**config.mk**
```make
export PLATFORM = sky130hd
export DESIGN_NAME = multichannel_biquad_cascade_unit
export DESIGN_NICKNAME = d
export VERILOG_FILES = /design/src/sv/mbc_pkg.sv /design/src/sv/mbc_state_ram.sv /design/src/sv/mbc_mac.sv /design/src/sv/mbc_seq.sv /design/src/sv/multichannel_biquad_cascade_unit.sv
export SDC_FILE = /design/constraint.sdc
export NUM_CORES = 2
export LEC_CHECK = 0
export BUFFER_PORTS_ARGS = -buffer_cell sky130_fd_sc_hd__buf_4
export CAP_MARGIN = 20
export CORE_MARGIN = 5
export CORE_UTILIZATION = 45
export DETAILED_ROUTE_END_ITERATION = 10
export GPL_ROUTABILITY_DRIVEN = 0
export PLACE_DENSITY_LB_ADDON = 0.1
export RECOVER_POWER = 50
export SYNTH_ARGS = -nofsm -noshare
export SYNTH_HDL_FRONTEND = slang
export SYNTH_SLANG_ARGS = --single-unit
```
**constraint.sdc**
```tcl
create_clock -name clk -period 16.76 [get_ports clk]
set_clock_uncertainty 0.2 [all_clocks]
set_input_delay 1.676 -clock clk [delete_from_list [all_inputs] [get_ports clk]]
set_output_delay 1.676 -clock clk [all_outputs]
set_load 0.005 [all_outputs]
```
**src/sv/mbc_pkg.sv**
```systemverilog
// Shared types, constants and fixed-point helpers for the multichannel biquad cascade.
// Depends on nothing; mbc_seq, mbc_mac and the top level in sv/ import it.
`timescale 1ns / 1ps
`default_nettype none
package mbc_pkg;

	localparam int CHANNELS     = 8;
	localparam int MAX_SECTIONS = 2;

	// Payload widths
	localparam int CHAN_W   = 3;
	localparam int S_W      = 24;  // sample width
	localparam int COEF_W   = 20;  // Q3.17
	localparam int W_W      = 40;  // delay word, 8 fraction bits
	localparam int HALF_W   = 20;  // low half of a delay word fed to the multiplier
	localparam int PROD_W   = COEF_W + HALF_W + 1;
	localparam int ACC_W    = 62;
	localparam int NSEC_W   = 2;
	localparam int SEC_W    = 1;
	localparam int NUM_W    = 60;
	localparam int DEN_W    = 40;
	localparam int CFG_IDX_W = 3;
	localparam int CFG_DATA_W = 60;
	localparam int NUM_COEF_SETS = 2;

	localparam int IN_FRAC    = 8;   // sample enters shifted left by this
	localparam int FRAC_SHIFT = 17;  // coefficient fraction bits

	localparam int DEPTH  = CHANNELS * MAX_SECTIONS;
	localparam int ADDR_W = (DEPTH > 1) ? $clog2(DEPTH) : 1;
	localparam int ENTRY_W = 2 * W_W;  // {w2, w1}

	localparam int STEP_W = 3;
	localparam logic [STEP_W-1:0] FB_LAST = 3'd4;  // four partial products, then drain
	localparam logic [STEP_W-1:0] FF_LAST = 3'd6;  // six partial products, then drain

	// Configuration register indexes
	localparam logic [CFG_IDX_W-1:0] REG_SEC0_NUM = 3'd0;
	localparam logic [CFG_IDX_W-1:0] REG_SEC0_DEN = 3'd1;
	localparam logic [CFG_IDX_W-1:0] REG_SEC1_NUM = 3'd2;
	localparam logic [CFG_IDX_W-1:0] REG_SEC1_DEN = 3'd3;
	localparam logic [CFG_IDX_W-1:0] REG_NSEC     = 3'd4;

	localparam logic signed [W_W-1:0] W_MAX = {1'b0, {(W_W-1){1'b1}}};
	localparam logic signed [W_W-1:0] W_MIN = {1'b1, {(W_W-1){1'b0}}};
	localparam logic signed [S_W-1:0] S_MAX = {1'b0, {(S_W-1){1'b1}}};
	localparam logic signed [S_W-1:0] S_MIN = {1'b1, {(S_W-1){1'b0}}};
	localparam logic signed [ACC_W-1:0] RND17 = ACC_W'(65536);
	localparam logic signed [W_W:0] Y_RND = (W_W+1)'(128);

	typedef enum logic [2:0] {
		ST_IDLE,
		ST_READ,
		ST_LOAD,
		ST_FB,
		ST_WN,
		ST_FF,
		ST_VOUT,
		ST_OUT
	} seq_state_t;

	typedef struct packed {
		logic [NUM_W-1:0] num;
		logic [DEN_W-1:0] den;
	} coef_set_t;

	typedef struct packed {
		logic                     load;
		logic signed [ACC_W-1:0]  load_val;
		logic                     issue;
		logic                     sub;
		logic                     hi;
		logic signed [COEF_W-1:0] coef;
		logic signed [W_W-1:0]    word;
	} mac_cmd_t;

	typedef struct packed {
		logic                rd_en;
		logic                wr_en;
		logic [ADDR_W-1:0]   addr;
		logic [ENTRY_W-1:0]  wr_data;
	} ram_req_t;

	typedef struct packed {
		logic signed [W_W-1:0] val;
		logic                  clip;
	} w_rc_t;

	typedef struct packed {
		logic signed [S_W-1:0] val;
		logic                  clip;
	} s_rc_t;

	// Round a 25-fraction-bit sum to 8 fraction bits (halves up), saturate to 40 bits.
	function automatic w_rc_t round_clip_w(input logic signed [ACC_W-1:0] acc);
		logic signed [ACC_W-1:0] s;
		w_rc_t r;
		s = (acc + RND17) >>> FRAC_SHIFT;
		r.clip = (s[ACC_W-1:W_W-1] != {(ACC_W-W_W+1){s[ACC_W-1]}});
		r.val  = r.clip ? (s[ACC_W-1] ? W_MIN : W_MAX) : s[W_W-1:0];
		return r;
	endfunction

	// Round an 8-fraction-bit word to an integer, saturate to 24 bits.
	function automatic s_rc_t round_clip_s(input logic signed [W_W-1:0] v);
		logic signed [W_W:0] t;
		s_rc_t r;
		t = ($signed({v[W_W-1], v}) + Y_RND) >>> IN_FRAC;
		r.clip = (t[W_W:S_W-1] != {(W_W-S_W+2){t[W_W]}});
		r.val  = r.clip ? (t[W_W] ? S_MIN : S_MAX) : t[S_W-1:0];
		return r;
	endfunction

endpackage
`default_nettype wire

```
**src/sv/mbc_state_ram.sv**
```systemverilog
// Delay-word memory: one entry {w2, w1} per channel and section, registered read.
// Per-entry valid bits make never-written entries read as zero after reset.
`timescale 1ns / 1ps
`default_nettype none
module mbc_state_ram #(
	parameter int WIDTH = 80,
	parameter int DEPTH = 16,
	parameter int AW    = (DEPTH > 1) ? $clog2(DEPTH) : 1
) (
	input  wire logic             clk,
	input  wire logic             arst_n,
	input  wire logic             rd_en,
	input  wire logic [AW-1:0]    rd_addr,
	output logic      [WIDTH-1:0] rd_data,
	input  wire logic             wr_en,
	input  wire logic [AW-1:0]    wr_addr,
	input  wire logic [WIDTH-1:0] wr_data
);

	logic [WIDTH-1:0] mem [DEPTH];
	logic [DEPTH-1:0] valid_q;
	logic [WIDTH-1:0] rd_data_q;
	logic             rd_valid_q;

	always_ff @(posedge clk) begin
		if (wr_en) begin
			mem[wr_addr] <= wr_data;
		end
		if (rd_en) begin
			rd_data_q <= mem[rd_addr];
		end
	end

	always_ff @(posedge clk or negedge arst_n) begin
		if (!arst_n) begin
			valid_q    <= '0;
			rd_valid_q <= 1'b0;
		end else begin
			if (wr_en) begin
				valid_q[wr_addr] <= 1'b1;
			end
			if (rd_en) begin
				rd_valid_q <= valid_q[rd_addr];
			end
		end
	end

	assign rd_data = rd_valid_q ? rd_data_q : '0;

endmodule
`default_nettype wire

```
**src/sv/mbc_mac.sv**
```systemverilog
// Shared multiply-accumulate: a 20 x 21 signed multiplier fed half a delay word per cycle,
// product registered, then added into a 62-bit accumulator. Uses mbc_pkg.
`timescale 1ns / 1ps
`default_nettype none
module mbc_mac
	import mbc_pkg::*;
(
	input  wire logic             clk,
	input  wire logic             arst_n,
	input  wire mac_cmd_t         cmd,
	output logic signed [ACC_W-1:0] acc
);

	logic signed [COEF_W:0]   part;
	logic signed [PROD_W-1:0] prod;
	logic signed [PROD_W-1:0] prod_s1;
	logic                     hi_s1;
	logic                     sub_s1;
	logic                     vld_s1;
	logic signed [ACC_W-1:0]  ext;
	logic signed [ACC_W-1:0]  addend;
	logic signed [ACC_W-1:0]  acc_q;

	// High half is signed, low half is a plain magnitude.
	always_comb begin
		part = cmd.hi ? {cmd.word[W_W-1], cmd.word[W_W-1:HALF_W]}
			: {1'b0, cmd.word[HALF_W-1:0]};
	end

	assign prod = cmd.coef * part;

	always_ff @(posedge clk) begin
		prod_s1 <= prod;
		hi_s1   <= cmd.hi;
		sub_s1  <= cmd.sub;
	end

	always_ff @(posedge clk or negedge arst_n) begin
		if (!arst_n) begin
			vld_s1 <= 1'b0;
		end else begin
			vld_s1 <= cmd.issue;
		end
	end

	always_comb begin
		ext    = {{(ACC_W-PROD_W){prod_s1[PROD_W-1]}}, prod_s1};
		addend = hi_s1 ? (ext <<< HALF_W) : ext;
	end

	always_ff @(posedge clk) begin
		if (cmd.load) begin
			acc_q <= cmd.load_val;
		end else if (vld_s1) begin
			acc_q <= sub_s1 ? (acc_q - addend) : (acc_q + addend);
		end
	end

	assign acc = acc_q;

`ifndef NO_ASSERTIONS
	// A load must never overwrite a product still on its way into the accumulator.
	a_load_drained: assert property (@(posedge clk) disable iff (!arst_n)
		cmd.load |-> !vld_s1)
		else $error("mbc_mac: accumulator load while a product is pending");
`endif

endmodule
`default_nettype wire

```
**src/sv/mbc_seq.sv**
```systemverilog
// Sequencer and datapath registers: reads a channel's delay words, steps the shared MAC
// through the feedback and feedforward sums, writes the words back. Uses mbc_pkg.
`timescale 1ns / 1ps
`default_nettype none
module mbc_seq
	import mbc_pkg::*;
(
	input  wire logic                     clk,
	input  wire logic                     arst_n,
	input  wire logic                     in_valid,
	output logic                          in_stall,
	input  wire logic [CHAN_W-1:0]        chan,
	input  wire logic signed [S_W-1:0]    sample_in,
	output logic                          out_valid,
	input  wire logic                     out_stall,
	output logic [CHAN_W-1:0]             chan_out,
	output logic signed [S_W-1:0]         sample_out,
	output logic                          saturated,
	input  wire coef_set_t                coefs [NUM_COEF_SETS],
	input  wire logic [NSEC_W-1:0]        nsec_cfg,
	output mac_cmd_t                      mac_cmd,
	input  wire logic signed [ACC_W-1:0]  acc,
	output ram_req_t                      ram_req,
	input  wire logic [ENTRY_W-1:0]       ram_rd_data
);

	seq_state_t state_q, state_d;

	logic [STEP_W-1:0]      step_q;
	logic [SEC_W-1:0]       sec_q;
	logic [NSEC_W-1:0]      nsec_q;
	logic [NSEC_W-1:0]      nsec_in;
	logic [CHAN_W-1:0]      chan_q;
	logic signed [W_W-1:0]  v_q;
	logic signed [W_W-1:0]  w1_q;
	logic signed [W_W-1:0]  w2_q;
	logic signed [W_W-1:0]  wn_q;
	logic                   sat_q;
	logic                   out_valid_q;
	logic [CHAN_W-1:0]      chan_out_q;
	logic signed [S_W-1:0]  sample_out_q;
	logic                   saturated_q;

	logic       accept;
	logic       chan_ok;
	logic       more_sec;
	logic       out_load;
	coef_set_t  cs;
	w_rc_t      rc_w;
	s_rc_t      rc_s;

	assign accept   = in_valid && !in_stall;
	assign in_stall = (state_q != ST_IDLE);
	assign chan_ok  = (32'(chan) < 32'(CHANNELS));
	assign nsec_in  = (32'(nsec_cfg) > 32'(MAX_SECTIONS)) ? NSEC_W'(MAX_SECTIONS) : nsec_cfg;
	assign more_sec = ((NSEC_W'(sec_q) + NSEC_W'(1)) < nsec_q);
	assign out_load = (state_q == ST_OUT) && (!out_valid_q || !out_stall);
	assign cs       = coefs[sec_q];
	assign rc_w     = round_clip_w(acc);
	assign rc_s     = round_clip_s(v_q);

	always_ff @(posedge clk or negedge arst_n) begin
		if (!arst_n) begin
			state_q <= ST_IDLE;
		end else begin
			state_q <= state_d;
		end
	end

	always_comb begin
		state_d          = state_q;
		mac_cmd          = '0;
		ram_req          = '0;
		ram_req.addr     = ADDR_W'(32'(chan_q) * MAX_SECTIONS + 32'(sec_q));
		ram_req.wr_data  = {w1_q, wn_q};
		case (state_q)
			ST_IDLE: begin
				if (in_valid) begin
					state_d = (chan_ok && nsec_in != '0) ? ST_READ : ST_OUT;
				end
			end
			ST_READ: begin
				ram_req.rd_en = 1'b1;
				state_d       = ST_LOAD;
			end
			ST_LOAD: begin
				mac_cmd.load     = 1'b1;
				mac_cmd.load_val = {{(ACC_W-W_W-FRAC_SHIFT){v_q[W_W-1]}}, v_q,
					{FRAC_SHIFT{1'b0}}};
				state_d          = ST_FB;
			end
			ST_FB: begin
				// subtract a1*w1 then a2*w2, half a word per step
				mac_cmd.issue = (step_q < FB_LAST);
				mac_cmd.sub   = 1'b1;
				mac_cmd.hi    = step_q[0];
				if (step_q[1]) begin
					mac_cmd.coef = cs.den[2*COEF_W-1:COEF_W];
					mac_cmd.word = w2_q;
				end else begin
					mac_cmd.coef = cs.den[COEF_W-1:0];
					mac_cmd.word = w1_q;
				end
				if (step_q == FB_LAST) begin
					state_d = ST_WN;
				end
			end
			ST_WN: begin
				mac_cmd.load = 1'b1;
				state_d      = ST_FF;
			end
			ST_FF: begin
				mac_cmd.issue = (step_q < FF_LAST);
				mac_cmd.hi    = step_q[0];
				case (step_q[STEP_W-1:1])
					2'd0: begin
						mac_cmd.coef = cs.num[COEF_W-1:0];
						mac_cmd.word = wn_q;
					end
					2'd1: begin
						mac_cmd.coef = cs.num[2*COEF_W-1:COEF_W];
						mac_cmd.word = w1_q;
					end
					2'd2: begin
						mac_cmd.coef = cs.num[3*COEF_W-1:2*COEF_W];
						mac_cmd.word = w2_q;
					end
					default: begin
						mac_cmd.issue = 1'b0;
					end
				endcase
				if (step_q == FF_LAST) begin
					state_d = ST_VOUT;
				end
			end
			ST_VOUT: begin
				ram_req.wr_en = 1'b1;
				state_d       = more_sec ? ST_READ : ST_OUT;
			end
			ST_OUT: begin
				if (out_load) begin
					state_d = ST_IDLE;
				end
			end
			default: begin
				state_d = ST_IDLE;
			end
		endcase
	end

	// step counter only runs inside the two product phases
	always_ff @(posedge clk or negedge arst_n) begin
		if (!arst_n) begin
			step_q <= '0;
		end else if ((state_q == ST_FB || state_q == ST_FF) && state_d == state_q) begin
			step_q <= step_q + STEP_W'(1);
		end else begin
			step_q <= '0;
		end
	end

	always_ff @(posedge clk or negedge arst_n) begin
		if (!arst_n) begin
			sec_q  <= '0;
			nsec_q <= '0;
		end else if (accept) begin
			sec_q  <= '0;
			nsec_q <= nsec_in;
		end else if (state_q == ST_VOUT && more_sec) begin
			sec_q <= sec_q + SEC_W'(1);
		end
	end

	always_ff @(posedge clk) begin
		if (accept) begin
			chan_q <= chan;
			v_q    <= {{(W_W-S_W-IN_FRAC){sample_in[S_W-1]}}, sample_in, {IN_FRAC{1'b0}}};
			sat_q  <= 1'b0;
		end else begin
			case (state_q)
				ST_LOAD: begin
					w1_q <= ram_rd_data[W_W-1:0];
					w2_q <= ram_rd_data[ENTRY_W-1:W_W];
				end
				ST_WN: begin
					wn_q  <= rc_w.val;
					sat_q <= sat_q | rc_w.clip;
				end
				ST_VOUT: begin
					v_q   <= rc_w.val;
					sat_q <= sat_q | rc_w.clip;
				end
				default: begin
				end
			endcase
		end
	end

	// output register: holds a finished transaction while downstream stalls
	always_ff @(posedge clk or negedge arst_n) begin
		if (!arst_n) begin
			out_valid_q <= 1'b0;
		end else if (out_load) begin
			out_valid_q <= 1'b1;
		end else if (!out_stall) begin
			out_valid_q <= 1'b0;
		end
	end

	always_ff @(posedge clk) begin
		if (out_load) begin
			chan_out_q   <= chan_q;
			sample_out_q <= rc_s.val;
			saturated_q  <= sat_q | rc_s.clip;
		end
	end

	assign out_valid  = out_valid_q;
	assign chan_out   = chan_out_q;
	assign sample_out = sample_out_q;
	assign saturated  = saturated_q;

`ifndef NO_ASSERTIONS
	a_busy_after_accept: assert property (@(posedge clk) disable iff (!arst_n)
		(in_valid && !in_stall) |=> in_stall)
		else $error("mbc_seq: input not held off after a transaction");

	a_result_from_out: assert property (@(posedge clk) disable iff (!arst_n)
		$rose(out_valid_q) |-> $past(state_q == ST_OUT))
		else $error("mbc_seq: result appeared outside the output step");

	a_read_before_load: assert property (@(posedge clk) disable iff (!arst_n)
		(state_q == ST_LOAD) |-> $past(ram_req.rd_en))
		else $error("mbc_seq: delay words taken without a read one cycle earlier");
`endif

endmodule
`default_nettype wire

```
**src/sv/multichannel_biquad_cascade_unit.sv**
```systemverilog
// Top level of the multichannel biquad cascade: configuration registers and the wiring of
// sequencer, shared MAC and delay-word memory. Uses mbc_pkg, mbc_seq, mbc_mac, mbc_state_ram.
//
//   channel   direction  handshake             payload
//   input     in         in_valid / in_stall    chan, sample_in
//   output    out        out_valid / out_stall  chan_out, sample_out, saturated
//   config    in         cfg_valid / cfg_ready  cfg_index, cfg_data
//
// One transaction at a time; the next is taken only once the previous one has passed
// every active section and reached the output step. Each section costs
// a memory read, ten 20 x 21 partial products on the single shared multiplier, two
// rounding steps and a write-back. A finished result waits in the output register while
// out_stall is high; the next input is held off until that result has a free register.
// Reset clears the configuration and the delay-word valid bits at once; no clearing pass.
`timescale 1ns / 1ps
`default_nettype none
module multichannel_biquad_cascade_unit
	import mbc_pkg::*;
(
	input  wire logic                    clk,
	input  wire logic                    arst_n,
	input  wire logic                    in_valid,
	output logic                         in_stall,
	input  wire logic [CHAN_W-1:0]       chan,
	input  wire logic signed [S_W-1:0]   sample_in,
	output logic                         out_valid,
	input  wire logic                    out_stall,
	output logic [CHAN_W-1:0]            chan_out,
	output logic signed [S_W-1:0]        sample_out,
	output logic                         saturated,
	input  wire logic                    cfg_valid,
	output logic                         cfg_ready,
	input  wire logic [CFG_IDX_W-1:0]    cfg_index,
	input  wire logic [CFG_DATA_W-1:0]   cfg_data
);

	logic [NUM_W-1:0]  sec0_num_q;
	logic [DEN_W-1:0]  sec0_den_q;
	logic [NUM_W-1:0]  sec1_num_q;
	logic [DEN_W-1:0]  sec1_den_q;
	logic [NSEC_W-1:0] nsec_q;

	coef_set_t               coefs [NUM_COEF_SETS];
	mac_cmd_t                mac_cmd;
	logic signed [ACC_W-1:0] acc;
	ram_req_t                ram_req;
	logic [ENTRY_W-1:0]      ram_rd_data;

	assign cfg_ready = 1'b1;

	// drop writes to unknown indexes
	always_ff @(posedge clk or negedge arst_n) begin
		if (!arst_n) begin
			sec0_num_q <= '0;
			sec0_den_q <= '0;
			sec1_num_q <= '0;
			sec1_den_q <= '0;
			nsec_q     <= '0;
		end else if (cfg_valid && cfg_ready) begin
			case (cfg_index)
				REG_SEC0_NUM: sec0_num_q <= cfg_data[NUM_W-1:0];
				REG_SEC0_DEN: sec0_den_q <= cfg_data[DEN_W-1:0];
				REG_SEC1_NUM: sec1_num_q <= cfg_data[NUM_W-1:0];
				REG_SEC1_DEN: sec1_den_q <= cfg_data[DEN_W-1:0];
				REG_NSEC:     nsec_q     <= cfg_data[NSEC_W-1:0];
				default: begin
				end
			endcase
		end
	end

	always_comb begin
		coefs[0] = '{num: sec0_num_q, den: sec0_den_q};
		coefs[1] = '{num: sec1_num_q, den: sec1_den_q};
	end

	mbc_seq u_seq (
		.clk         (clk),
		.arst_n      (arst_n),
		.in_valid    (in_valid),
		.in_stall    (in_stall),
		.chan        (chan),
		.sample_in   (sample_in),
		.out_valid   (out_valid),
		.out_stall   (out_stall),
		.chan_out    (chan_out),
		.sample_out  (sample_out),
		.saturated   (saturated),
		.coefs       (coefs),
		.nsec_cfg    (nsec_q),
		.mac_cmd     (mac_cmd),
		.acc         (acc),
		.ram_req     (ram_req),
		.ram_rd_data (ram_rd_data)
	);

	mbc_mac u_mac (
		.clk    (clk),
		.arst_n (arst_n),
		.cmd    (mac_cmd),
		.acc    (acc)
	);

	mbc_state_ram #(
		.WIDTH (ENTRY_W),
		.DEPTH (DEPTH),
		.AW    (ADDR_W)
	) u_ram (
		.clk     (clk),
		.arst_n  (arst_n),
		.rd_en   (ram_req.rd_en),
		.rd_addr (ram_req.addr),
		.rd_data (ram_rd_data),
		.wr_en   (ram_req.wr_en),
		.wr_addr (ram_req.addr),
		.wr_data (ram_req.wr_data)
	);

endmodule
`default_nettype wire

```
# After elaboration in Yosys (flattened, before gate mapping)
# Memories as Yosys holds them, arrays and structs flattened. A register that Yosys moved wholly into a read port is not among the register bits.
# Index checks and enable logic that the tools add are counted.
dict set report totals {
  ff_bits 527
  ram_bits 1280
  in_bits 95
  output_inout_bits 31
  memories 1
}
# memory words word_bits rd rd_ports_with_merged_regs write_ports line_no
set mem_list {}
lappend mem_list {u_ram.mem 16 80 1 1 1 mbc_state_ram.sv:20} ;# logic [WIDTH-1:0] mem [DEPTH];
dict set report classes {
  n_addsub 8
  multipliers 1
  order_cmp 7
  eq_ne 19
  n_mux 43
  n_bitwise 5
  n_reduce_logical 28
}
# operator count
set ops {}
lappend ops {{$mux W100} 3}
lappend ops {{$mux W62} 4}
lappend ops {{$pmux W60 S3} 1}
lappend ops {{$mux W40} 4}
lappend ops {{$pmux W61 S2} 1}
lappend ops {{$mux W60} 2}
lappend ops {{$add A62 B18 Y62 const B} 1}
lappend ops {{$add A62 B61 Y62} 1}
lappend ops {{$sub A62 B61 Y62} 1}
lappend ops {{$mux W24} 2}
lappend ops {{$add A40 B9 Y41 const B} 1}
lappend ops {{$mul A20 B21 Y41} 1}
lappend ops {{$pmux W3 S8} 1}
lappend ops {{$eq A3 B3 Y1 const B} 7}
lappend ops {{$mux W21} 1}
lappend ops {{$mux W3} 7}
lappend ops {{$or A16 B16 Y16} 1}
lappend ops {{$reduce_and A2 Y1} 7}
lappend ops {{$mux W1} 13}
lappend ops {{$eq A3 B2 Y1 const B} 4}
lappend ops {{$ne A9 B9 Y1} 1}
lappend ops {{$reduce_bool A2 Y1} 4}
lappend ops {{$eq A3 B1 Y1 const B} 2}
lappend ops {{$logic_not A3 Y1} 2}
lappend ops {{29 further kinds} 39}

# Depth between registers and ports, before layout
dict set report logic_depth {
  depth_word 9
  mapped_depth 36
  ltp_nobuf 33
}

# By module
# From an unflattened synthesis, not the netlist that was laid out.
dict set report hier_totals {
  hier_cells 6657
  hier_area_um2 97843.8
}
# module instances cells_each area_each_um2 seq_area_each_um2
set modules_own_cells {}
lappend modules_own_cells {mbc_state_ram 1 2002 51664.6 41264.6}
lappend modules_own_cells {mbc_mac 1 2953 25532.0 2747.6}
lappend modules_own_cells {mbc_seq 1 1270 13018.7 5925.7}
lappend modules_own_cells {multichannel_biquad_cascade_unit 1 432 7628.6 5054.8}

# Worst setup path before layout
# No wires, ideal clock.
dict set report synth_path {
  path_type {register -> register}
  startpoint {reg u_seq.step_q[1]}
  endpoint {reg u_mac.prod_s1[39]}
  setup_time_ns 0.072
  arrival_time_ns 8.102
  t_required_ns 16.488
  slack_ns 8.386
  stages_incl_launch_ff 32
  n_path_buf 4
  synth_period_minus_slack_ns 8.374
  path_cell_list {dfrtp_1 buf_2 buf_1 clkbuf_1 mux4_2 nand2_1 o21ai_0 clkbuf_1 nand2_1 inv_1 fa_1 inv_1 fa_1 inv_1 fa_1 inv_1 fa_1 inv_1 fa_1 inv_1 fa_1 fa_1 inv_1 ha_1 a21oi_1 o21ai_0 or3_1 o21ai_1 o21ai_1 a41o_1 a21oi_1 xnor2_1}
}
dict set report synth_between {
  elab_chain_cells 5
}
# item line_no
set synth_lines {}
lappend synth_lines {{from (decl)} mbc_seq.sv:29} ;# logic [STEP_W-1:0] step_q;
lappend synth_lines {{from (signal assigned)} mbc_seq.sv:156} ;# step_q <= step_q + STEP_W'(1);
lappend synth_lines {{$eq A2 B2 Y1 (tied with other cells)} mbc_seq.sv:115} ;# case (step_q[STEP_W-1:1])
lappend synth_lines {{$pmux W60 S3} mbc_seq.sv:115}
lappend synth_lines {{$pmux W61 S2 *} mbc_seq.sv:76} ;# case (state_q)
lappend synth_lines {{$mux W21} mbc_mac.sv:26} ;# part = cmd.hi ? {cmd.word[W_W-1], cmd.word[W_W-1:HALF_W]}
lappend synth_lines {{$mul A20 B21 Y41 *} mbc_mac.sv:30} ;# assign prod = cmd.coef * part;
lappend synth_lines {{via u_mac.prod[39]} mbc_mac.sv:15} ;# logic signed [PROD_W-1:0] prod;
lappend synth_lines {{to (signal assigned)} mbc_mac.sv:33} ;# prod_s1 <= prod;
lappend synth_lines {{to (decl)} mbc_mac.sv:16} ;# logic signed [PROD_W-1:0] prod_s1;
# The timed path passes the listed nets; every way through them passes the cells marked *.
# A chain may end at the register's enable or synchronous reset.

# Worst setup path after layout
dict set report layout_path {
  startpoint {reg u_seq.step_q[2]}
  endpoint {reg u_mac.prod_s1[39]}
}
dict set report layout_between {
  elab_chain_cells 5
}
# item line_no
set layout_lines {}
lappend layout_lines {{$eq A2 B2 Y1 (tied with other cells)} mbc_seq.sv:115}
lappend layout_lines {{$pmux W60 S3 *} mbc_seq.sv:115}
lappend layout_lines {{$pmux W61 S2 *} mbc_seq.sv:76}
lappend layout_lines {{$mux W21} mbc_mac.sv:26}
lappend layout_lines {{$mul A20 B21 Y41 *} mbc_mac.sv:30}
lappend layout_lines {{via u_mac.prod[39]} mbc_mac.sv:15}
# Marked as above.

==> results.sh <==
export IMPL_fmax_mhz=82.0
export IMPL_dp_hpwl_um=170000
export IMPL_cts_setup_buffers=0
export IMPL_power_leakage_nw=38.1
export IMPL_synthFlopType="edfxtp_1"
export IMPL_mappedNetlistArea_um2=95600
export IMPL_power_share_clock_pct=19.3
export IMPL_ys_seq_elements=1887
export IMPL_slew_limit_headroom_pct=-272
export IMPL_synthCells=6438
export IMPL_synthArstFlopShare_pct=12.2
export IMPL_coreArea_um2=212000
export IMPL_die_y_um=471
export IMPL_whs_ns=0.257
export IMPL_cpPeakStageDelay_ns=2.03
export IMPL_drt_iter0_markers=5250
export IMPL_synth_compound_area_share_pct=5.22
export IMPL_syn_area_per_cell_um2=14.9
export IMPL_setup_slack_ns=4.56
export IMPL_cts_hold_buf=0
export IMPL_yosys_area_share_simple_pct=6.35
export IMPL_yosys_area_share_xor_xnor_pct=1.92
export IMPL_drc=0
export IMPL_critPathCaptureType="flip-flop"
export IMPL_finalSetupViolations=0
export IMPL_io_pins=126
export IMPL_synth_fa_ha_area_share_pct=11.5
export IMPL_worst_pin_slew_ns=5.59
export IMPL_slew_viol_final=881
export IMPL_hold_class="flip-flop to flip-flop"
export IMPL_yosysWarnings=0
export IMPL_cts_repair_resized=0
export IMPL_p_switching_mw=9.63
export IMPL_grt_max_degree=125
export IMPL_start_util_pct=45.1
export IMPL_dieArea_um2=222000
export IMPL_clock_latency_ns=0.86
export IMPL_drt_total_wl_um=266000
export IMPL_internal_power_mw=13.0
export IMPL_seq_area_frac_synth_pct=57.5
export IMPL_cts_buffers_inserted=197
export IMPL_final_layout_size_suffix_gt1_share_pct=19.5
export IMPL_synth_top_family_by_area="multiplexers"
export IMPL_grt_setup_unrepaired="false"
export IMPL_hold_viol=0
export IMPL_crit_required_ns=17.28
export IMPL_htree_levels=4
export IMPL_critPathMaxFanout=42
export IMPL_cts_root_buf="clkbuf_16"
export IMPL_power_switching_share_pct=42.5
export IMPL_ir_drop_mv=0.238
export IMPL_nets=7275
export IMPL_synth_edf_count=1605
export IMPL_cts_tree="yes"
export IMPL_violations="capacitance limit, slew limit"
export IMPL_critPathBufInv=5
export IMPL_status="complete, but fails checks"
export IMPL_n_antenna_cell=0
export IMPL_clock_path_buffers=3
export IMPL_crit_type="flip-flop to flip-flop"
export IMPL_place_area_um2=100000
export IMPL_antenna_left=0
export IMPL_final_cell_mix="1605 x edfxtp_1, 544 x inv_1, 442 x mux4_2"
export IMPL_period_needed_ns=12.20
export IMPL_power_density_nw_per_um2=213
export IMPL_vias=55600
export IMPL_areaGrowthSynthToFinish_pct=11.3
export IMPL_placementRows=169
export IMPL_wl_per_cell_um=27.8
export IMPL_fin_total_pwr_mw=22.7
export IMPL_grt_pass1_wl_um=393000
export IMPL_start_kind="flip-flop"
export IMPL_power_frac_seq_pct=29.7
export IMPL_ff_latch_area_um2=55000
export IMPL_maxCapViolCount=21
export IMPL_die_w_um=471
export IMPL_crit_top_cell="fa_1"
export IMPL_clock_sinks=1887
export IMPL_min_period_over_period_pct=72.8
export IMPL_final_common_cell="edfxtp_1"
export IMPL_grt_pass1_vias=56900
export IMPL_antenna_found_initial=18
export IMPL_dr_pass1_iters=8
export IMPL_synthMuxAreaShare_pct=13.9
export IMPL_clk_pin_slew_ns=0.06
export IMPL_stdcell_area_um2=106000
export IMPL_comb_power_share_pct=51.1
export IMPL_grt_usage_pct=23.9
export IMPL_synth_cell_types=101
export IMPL_critical_path_top_delay_family="adder cells"
export IMPL_slowest_stage="dfrtp_1"
export IMPL_synth_fp_nets=7148
export IMPL_gr_total_overflow=0
export IMPL_nFillCells=17900
export IMPL_via_per_inst=5.82
export IMPL_placement_io_buffers=124
export IMPL_setup_tns_ns=0
export IMPL_crit_arrival_ns=12.72
export IMPL_place_ws_ns=6.43
export IMPL_multiInputGateArea_um2=37500
[per-layer routing]
| metal | routed length, um | GRT usage (%) | vias to the layer above | share of wire [%] |
|---|---|---|---|---|
| li1 | - | - | 23800 | - |
| met4 | 5570 | 5.47 | 8 | 2.1 |
| met3 | 17500 | 3.81 | 307 | 6.6 |
| met2 | 122000 | 36.8 | 1864 | 46 |
| met5 | 37 | 0 | - | 0.014 |
| met1 | 121000 | 36.1 | 29600 | 45 |
[synth_stat cells, types with 6 or more instances]
master	instances	area (um2)
edfxtp_1	1605	48200
inv_1	546	2050
mux4_2	442	9950
fa_1	440	8810
nand2_1	430	1610
nor2_1	413	1550
clkbuf_1	235	882
dfrtp_1	230	5760
a21oi_1	213	1070
o21ai_0	211	1060
mux2_2	208	2340
ha_1	175	2190
xnor2_1	123	1080
and2_1	110	688
mux2i_1	103	1030
xor2_1	87	762
nand3_1	66	330
o211ai_1	61	458
dfxtp_1	52	1040
a21o_1	51	383
nor3_1	48	240
buf_2	47	235
buf_1	43	161
o21a_1	38	285
a211oi_1	37	278
or2_2	37	231
nor2b_1	36	225
nand2b_1	30	188
o21ai_1	30	150
nand4_1	29	181
a31oi_1	25	156
o21bai_1	23	173
and3_1	21	131
or3_1	18	113
nor4_1	14	87.6
o22ai_1	12	75.1
o31ai_1	12	90.1
buf_4	9	67.6
and4_1	7	61.3
a21boi_0	6	45.0
[power by group through the flow]
stage / logic (mW) / clock network [mW] / registers (mW)
after global placement: 11.5 / 0 / 6.78
after detailed placement: 11.4 / 0 / 6.79
after global routing: 12.9 / 4.66 / 6.77
after CTS: 11.6 / 4.47 / 6.70
final: 11.6 / 4.36 / 6.72
after floorplan: 8.09 / 0 / 6.44
[worst min-delay path, delay by kind of cell, from the launching register on]
kind | cells | cell delay (ns)
AO/OA/AOI/OAI | 1 | 0.05
flip-flops | 1 | 0.31
AND/OR/NAND/NOR | 1 | 0.05
[stage by stage]
step	instances	utilization (%)
2_1_floorplan	6438	-
3_3_place_gp	9186	47.3
3_5_place_dp	9186	47.3
4_1_cts	9543	50.3
5_1_grt	9544	50.2
6_report	9544	50.2
[area by class of cell]
type | instances | area share (%)
Sequential cell | 1887 | 51.7
Clock buffer | 253 | 5.03
Timing Repair Buffer | 262 | 1.82
Clock inverter | 104 | 1.01
Multi-Input combinational cell | 3669 | 35.2
Inverter | 548 | 1.93
Tap cell | 2821 | 3.32
[path summary, 6_finish.rpt]
| path | startpoint | endpoint | slack [ns] | cells past startpoint |
|---|---|---|---|---|
| worst min register to register | u_seq.v_q[0] | u_seq.v_q[0] | 0.26 | 2 |
| max in group asynchronous | arst_n | u_seq.sec_q | 7.50 | 2 |
| worst max-delay path | u_seq.step_q[2] | u_mac.prod_s1[39] | 4.56 | 27 |
| min in group asynchronous | arst_n | sec0_num_q[36] | 2.67 | 1 |
| worst min-delay path | u_seq.v_q[0] | u_seq.v_q[0] | 0.26 | 2 |
| worst max register to register | u_seq.step_q[2] | u_mac.prod_s1[39] | 4.56 | 27 |
[sequential cells by signal, indices dropped and copies added (netlist names), 41 cells and up]
name             cells
sec0_num_q          60
sec1_num_q          60
u_mac.acc           62
u_mac.prod_s1       41
u_ram.mem         1280
u_ram.rd_data_q     80
[cell families (layout without fill, tap and decap cells)]
family                     after synthesis  in the layout
DFF                                   1887           1887
AOI/OAI and AO/OA                      792            792
adders and majority gates              615            615
buffers and inverters                  882           1167
xor gates and xnor gates               210            210
muxes                                  753            753
other                                    1              1
and+or+nand+nor                       1298           1298
No activity file was read; power rests on OpenSTA's default activity.
